$ cat config.mk
export PLATFORM = sky130hd
export DESIGN_NAME = btb2l_alu
export DESIGN_NICKNAME = d
export VERILOG_FILES = /design/src/sv/btb2l_pkg.sv /design/src/sv/btb2l_alu.sv
export SDC_FILE = /design/constraint.sdc
export NUM_CORES = 1
export LEC_CHECK = 0
export ABC_CLOCK_PERIOD_IN_PS = 3400
export BUFFER_PORTS_ARGS = -buffer_cell sky130_fd_sc_hd__buf_2
export CAP_MARGIN = 40
export CORE_MARGIN = 1.5
export CORE_UTILIZATION = 40
export DETAILED_ROUTE_END_ITERATION = 8
export GPL_TIMING_DRIVEN = 1
export PLACE_DENSITY = 0.73
export SLEW_MARGIN = 20
export SYNTH_ARGS = -nofsm -noshare
export SYNTH_HDL_FRONTEND = slang
export SYNTH_SLANG_ARGS = --single-unit
$ cat constraint.sdc
create_clock -name vclk -period 3.4
set_input_delay 0.68 -clock vclk [all_inputs]
set_output_delay 0.68 -clock vclk [all_outputs]
set_load 0.005 [all_outputs]
$ cat src/sv/btb2l_pkg.sv
// shared types, constants and helpers of the two-level branch target buffer
package btb2l_pkg;

  // default sizes of the storage
  localparam int DEF_MAX_ENTRIES = 32;
  localparam int DEF_MAX_HISTORY = 8;

  // fixed field widths
  localparam int PC_W       = 32;
  localparam int TAG_W      = 30;
  localparam int CFG_DATA_W = 5;
  localparam int CFG_IDX_W  = 3;

  // pc bit positions and steps
  localparam int          PC_IDX_LSB   = 2;
  localparam int          SHARE_HI_LSB = 16;
  localparam logic [31:0] PC_STEP      = 32'd4;

  // two-bit counter levels
  localparam logic [1:0] CTR_TAKEN_MIN = 2'd2;
  localparam logic [1:0] CTR_MAX       = 2'd3;
  localparam logic [1:0] CTR_MIN       = 2'd0;

  // configuration register indexes
  localparam logic [CFG_IDX_W-1:0] REG_INDEX_BITS     = 3'd0;
  localparam logic [CFG_IDX_W-1:0] REG_HISTORY_LENGTH = 3'd1;
  localparam logic [CFG_IDX_W-1:0] REG_TAG_BITS       = 3'd2;
  localparam logic [CFG_IDX_W-1:0] REG_INITIAL_CTR    = 3'd3;
  localparam logic [CFG_IDX_W-1:0] REG_GLOBAL_HISTORY = 3'd4;
  localparam logic [CFG_IDX_W-1:0] REG_GLOBAL_TABLE   = 3'd5;
  localparam logic [CFG_IDX_W-1:0] REG_SHARE_MODE     = 3'd6;

  // share modes
  localparam logic [1:0] SHARE_NONE = 2'd0;
  localparam logic [1:0] SHARE_LO   = 2'd1;
  localparam logic [1:0] SHARE_HI   = 2'd2;

  // item kinds
  localparam logic KIND_PREDICT = 1'b0;
  localparam logic KIND_UPDATE  = 1'b1;

  // operations of the shared arithmetic unit
  typedef enum logic {
    ALU_ADD,
    ALU_NE
  } alu_op_e;

  // input item
  typedef struct packed {
    logic        kind;
    logic [31:0] pc;
    logic [31:0] target_pc;
    logic        taken;
    logic [31:0] predicted_dst;
  } bp_in_t;

  // result item
  typedef struct packed {
    logic        predict_taken;
    logic [31:0] next_pc;
    logic [31:0] branch_count;
    logic [31:0] flush_count;
  } bp_out_t;

  // floor of log2, capped at ten index bits
  function automatic int flog2(input int n);
    int k;
    k = 0;
    for (int i = 0; i < 10; i++) begin
      if ((1 << (k + 1)) <= n) begin
        k = k + 1;
      end
    end
    return k;
  endfunction

endpackage

$ cat src/sv/btb2l_alu.sv
// shared 32-bit add and not-equal unit used by the sequencer
module btb2l_alu
  import btb2l_pkg::*;
(
  input  alu_op_e     op_i,
  input  logic [31:0] a_i,
  input  logic [31:0] b_i,
  output logic [31:0] res_o
);

  // one operation per cycle
  always_comb begin
    case (op_i)
      ALU_ADD: res_o = a_i + b_i;
      ALU_NE:  res_o = {31'd0, (a_i != b_i)};
      default: res_o = a_i + b_i;
    endcase
  end

endmodule

==> flow_results.org <==
** Run status
- Result of the run :: completed

** Synthesis
- Gate Count Post-Synth :: 314
- Cell area after synthesis :: just over 2000 um^2
- After synthesis, the largest family of logic cells by area is compound AO/OA/AOI/OAI gates.
- Measured against the total synthesized area, the mux share comes to 0.0164.
- The average instance in the mapped netlist occupies 6.56 um^2.
- Syn. warnings :: 0
- Of the total synthesized cell area, the portion taken by full adders, half adders and majority gates is 0.198.
- The compound-gate portion of the synthesized area came to 0.363.
- Post-synthesis simple-gate area fraction :: 0.282
- Synthesis produced a netlist with a net count of 411.
- In this run, distinct cell masters in the synthesized netlist total 50.
- The share of synthesized area in the top cell type comes to 0.188.
- Cell taking the most area after synthesis :: sky130_fd_sc_hd__ha_1
- In the post-synthesis netlist, the biggest area contributors are sky130_fd_sc_hd__ha_1 (19%), sky130_fd_sc_hd__a21oi_1 (8.3%), sky130_fd_sc_hd__nor2_1 (6.6%), sky130_fd_sc_hd__xnor2_1 (5.5%), sky130_fd_sc_hd__a21o_1 (4.4%).
- Synth Area in XOR/XNOR :: 0.0808
- Of the synthesized area, sequential elements account for 0.

** Placed design
- At the end of routability-driven placement, the weighted congestion stood at 0.912.
- After detailed placement, the design holds a cell count of roughly 500.
- Instance area after placement :: 2820 um^2
- Post-detail-place hpwl :: 5390 um
- Count of buffers from port buffering :: 97

** Final layout
- In the finished design the tool counted flip-flops and latches totalling 0.
- Non-filler instance count after layout :: 498
- The finished cells cover 3060 um^2.
- Compared with the post-synthesis result, the final layout area differs by 48.7%.
- After the last flow step, the layout net total stands at 530.
- Count of clock-net buffers in the final layout :: 0
- In the final layout, flip-flops and latches occupy 0 um^2.
- Antenna cells :: 0
- Commonest cells after routing, fill and taps aside :: sky130_fd_sc_hd__buf_2 (92), sky130_fd_sc_hd__buf_4 (38), sky130_fd_sc_hd__nor2_1 (36), sky130_fd_sc_hd__a21oi_1 (29), sky130_fd_sc_hd__ha_1 (22)
- Of the cells placed in the final design, the portion with a size suffix greater than 1 is 0.401.
- Commonest non-fill, non-tap cell in the layout :: sky130_fd_sc_hd__buf_2

** STA
- The final number of hold-violating endpoints is 0.
- Setup violations remaining at the end of the flow were counted as 0.
- Total count of max-transition violations in the final report :: 0
- Post-Route Hold Slack :: between 1.5 and 2 ns
- Headroom to the max-slew limit came out at 0.689.
- For the pin with the worst max-slew slack, the measured transition is roughly 0.46 ns.
- Setup TNS :: 0 ns
- Min cycle time layout :: 3.37 ns
- Highest clock rate :: just under 300 MHz
- Setup repair after global routing could not meet its margin everywhere.
- In the finished design, the share of the clock period the worst path needs comes to 0.991.

** Floorplanning
- Measured along the x axis, the die boundary spans 74.8 um.
- In this run the core area contains 25 standard-cell rows.
- Standard cell core area :: 4850 um^2
- The die covers 5590 um^2.
- The die is between 70 and 80 um tall.
- The initial utilization of the core area, before any placement, comes to 0.425.
- I/O Pins :: between 90 and 100

** GRT
- Wire length of the first global-routing pass :: between 10000 and 15000 um
- Maximum number of pins on one net before global-route repair :: 23
- The initial antenna violation count came to 0.
- Total global routing overflow :: 0
- Global-route usage over all layers :: 0.225
- The number of global-route vias before repair is ~2400.

** Drt
- First drt pass iteration count :: 4
- DRC violation count after routing :: 0
- Once detail routing completed, the nets flagged for antenna violations numbered 0.
- The detailed router put a total of about 3100 um of wire on met1.
- Post-DR wirelength/cell :: 13.6 um
- Summed over all nets, wire length on met3 after detailed routing comes to 380 um.
- Routed signal wires occupy layers up through met4.
- In the detailed route, the total length drawn on met2 is 3210 um.
- The routed design has slightly below 7000 um of wire.
- After detailed routing, the number of vias per cell comes to 5.62.
- The first routing iteration left 240 violations.
- Routed vias :: 2797

** Pwr
- Pleak :: 1.45 nW
- Net load switching power :: ~0.00031 W
- Part of the power in registers :: 0
- Cell internal power was estimated by the tool at 0.000295 W.
- Of the total power, combinational logic draws 1.000.
- Power spread over the standard cell area amounts to between 150 and 200 nW/um^2.
- Of the total power, the share spent switching nets is 0.511.
- Proportion of power drawn by the clock network :: 0
- IR analysis of the VDD net gives a maximum drop of between 0.0001 and 0.00015 V.

** Worst setup path
- Kind of end point of the critical path :: primary output
- For this run, the slowest stage of the critical path takes 0.32 ns.
- At the worst endpoint, the required time is 2.72 ns.
- Critical path cell sequence :: buf_6 > ha_4 > inv_2 > fa_2 > nor2b_2 > o31a_1 > o211ai_1 > nor4b_4 > o21ai_2 > a21oi_2 > mux2_4 > buf_6
- Worst Setup Path Type :: primary input to primary output
- Signal arrival time at the worst endpoint :: ~2.7 ns
- Of all nets on the critical path, the largest fanout is 2.
- Setup crit start kind :: primary input
- On the critical path, the stage with the largest delay is an instance of sky130_fd_sc_hd__mux2_4.
- Most repeated library cell on the critical path :: sky130_fd_sc_hd__buf_6
- The most critical setup path has its startpoint at a_i[0].

** Hold path
- Beginning of the worst hold path :: b_i[0]
- In this run the worst hold path is classified as primary input to primary output.
- Worst Hold Path Cells :: 4

** Job
- Count of max-cap constraint violations :: 0
cell usage after synthesis (2+ instances only):
library cell               instances
sky130_fd_sc_hd__inv_1            10
sky130_fd_sc_hd__a21boi_1          2
sky130_fd_sc_hd__buf_2             3
sky130_fd_sc_hd__or2_2             3
sky130_fd_sc_hd__nor4_1            7
sky130_fd_sc_hd__o21ai_2           2
sky130_fd_sc_hd__and4_1            2
sky130_fd_sc_hd__nor3_1            9
sky130_fd_sc_hd__o21a_1            7
sky130_fd_sc_hd__nand2_1          19
sky130_fd_sc_hd__o21ai_0           7
sky130_fd_sc_hd__clkbuf_1         15
sky130_fd_sc_hd__nand3_1          13
sky130_fd_sc_hd__a31oi_1           3
sky130_fd_sc_hd__a21oi_1          34
sky130_fd_sc_hd__nor2_1           36
sky130_fd_sc_hd__a21o_1           12
sky130_fd_sc_hd__o211ai_1          9
sky130_fd_sc_hd__nand4_1           9
sky130_fd_sc_hd__ha_1             31
sky130_fd_sc_hd__a211oi_1          6
sky130_fd_sc_hd__o21ai_1           9
sky130_fd_sc_hd__o21bai_1          7
sky130_fd_sc_hd__nand2b_1          2
sky130_fd_sc_hd__xnor2_1          13
sky130_fd_sc_hd__o31ai_1           3
sky130_fd_sc_hd__xor2_1            6
sky130_fd_sc_hd__nor2b_1          10
sky130_fd_sc_hd__nor4b_1           2
sky130_fd_sc_hd__mux2_1            3
layer usage:
metal,vias to the layer above,GRT usage
li1,1410,-
met1,1258,0.316
met2,119,0.392
met3,10,0.0107
met4,0,0.0303
met5,-,0
path summary, 6_finish.rpt:
kind                        end  slack [ns]
worst max-delay path  res_o[26]        0.03
worst min-delay path   res_o[0]        1.81
what timing repair did:
| action | CTS | global route |
|---|---|---|
| gates cloned | 0 | 0 |
| hold endpoints to repair | 0 | 0 |
| gates resized for setup | 11 | 27 |
| hold buffers | 0 | 0 |
| setup buffers | 1 | 2 |
| setup endpoints to repair | 5 | 14 |
| pin swaps | 8 | 15 |
power groups by stage:
stage / combinational, W / clock (W) / sequential, W
floorplan: 0.000340 / 0 / 0
global placement: 0.000538 / 0 / 0
detailed placement: 0.000545 / 0 / 0
CTS: 0.000561 / 0 / 0
global route: 0.000664 / 0 / 0
finish: 0.000604 / 0 / 0
through the flow:
stage	setup slack (ns)	util	total power, W
floorplan	0.0751	-	0.000340
global placement	-0.0735	0.582	0.000538
detailed placement	-0.0965	0.582	0.000545
CTS	-0.00735	0.596	0.000561
global route	-0.0391	0.632	0.000664
finish	0.0290	0.632	0.000604
final cells by class:
class              count  area (um^2)
multi-input cells    284         2120
fillers              451         1780
repair buffers       137          825
well taps             67         83.8
inverters             10         37.5
cell families (layout without fill, tap and decap cells):
| kind of cell | Yosys count | after routing |
|---|---|---|
| adder cells (fa/ha/maj) | 32 | 32 |
| AO/OA/AOI/OAI | 114 | 114 |
| AND/OR/NAND/NOR | 116 | 116 |
| XOR/XNOR | 19 | 19 |
| buffers and inverters | 30 | 147 |
| multiplexers | 3 | 3 |
critical path: cells and delay by family:
family          cells  cell delay (ns)
compound gates      4             0.80
fa+ha+maj           2             0.34
mux                 1             0.32
buf+inv             3             0.26
simple gates        2             0.30
Note: power is estimated with default switching activity, not from simulation.
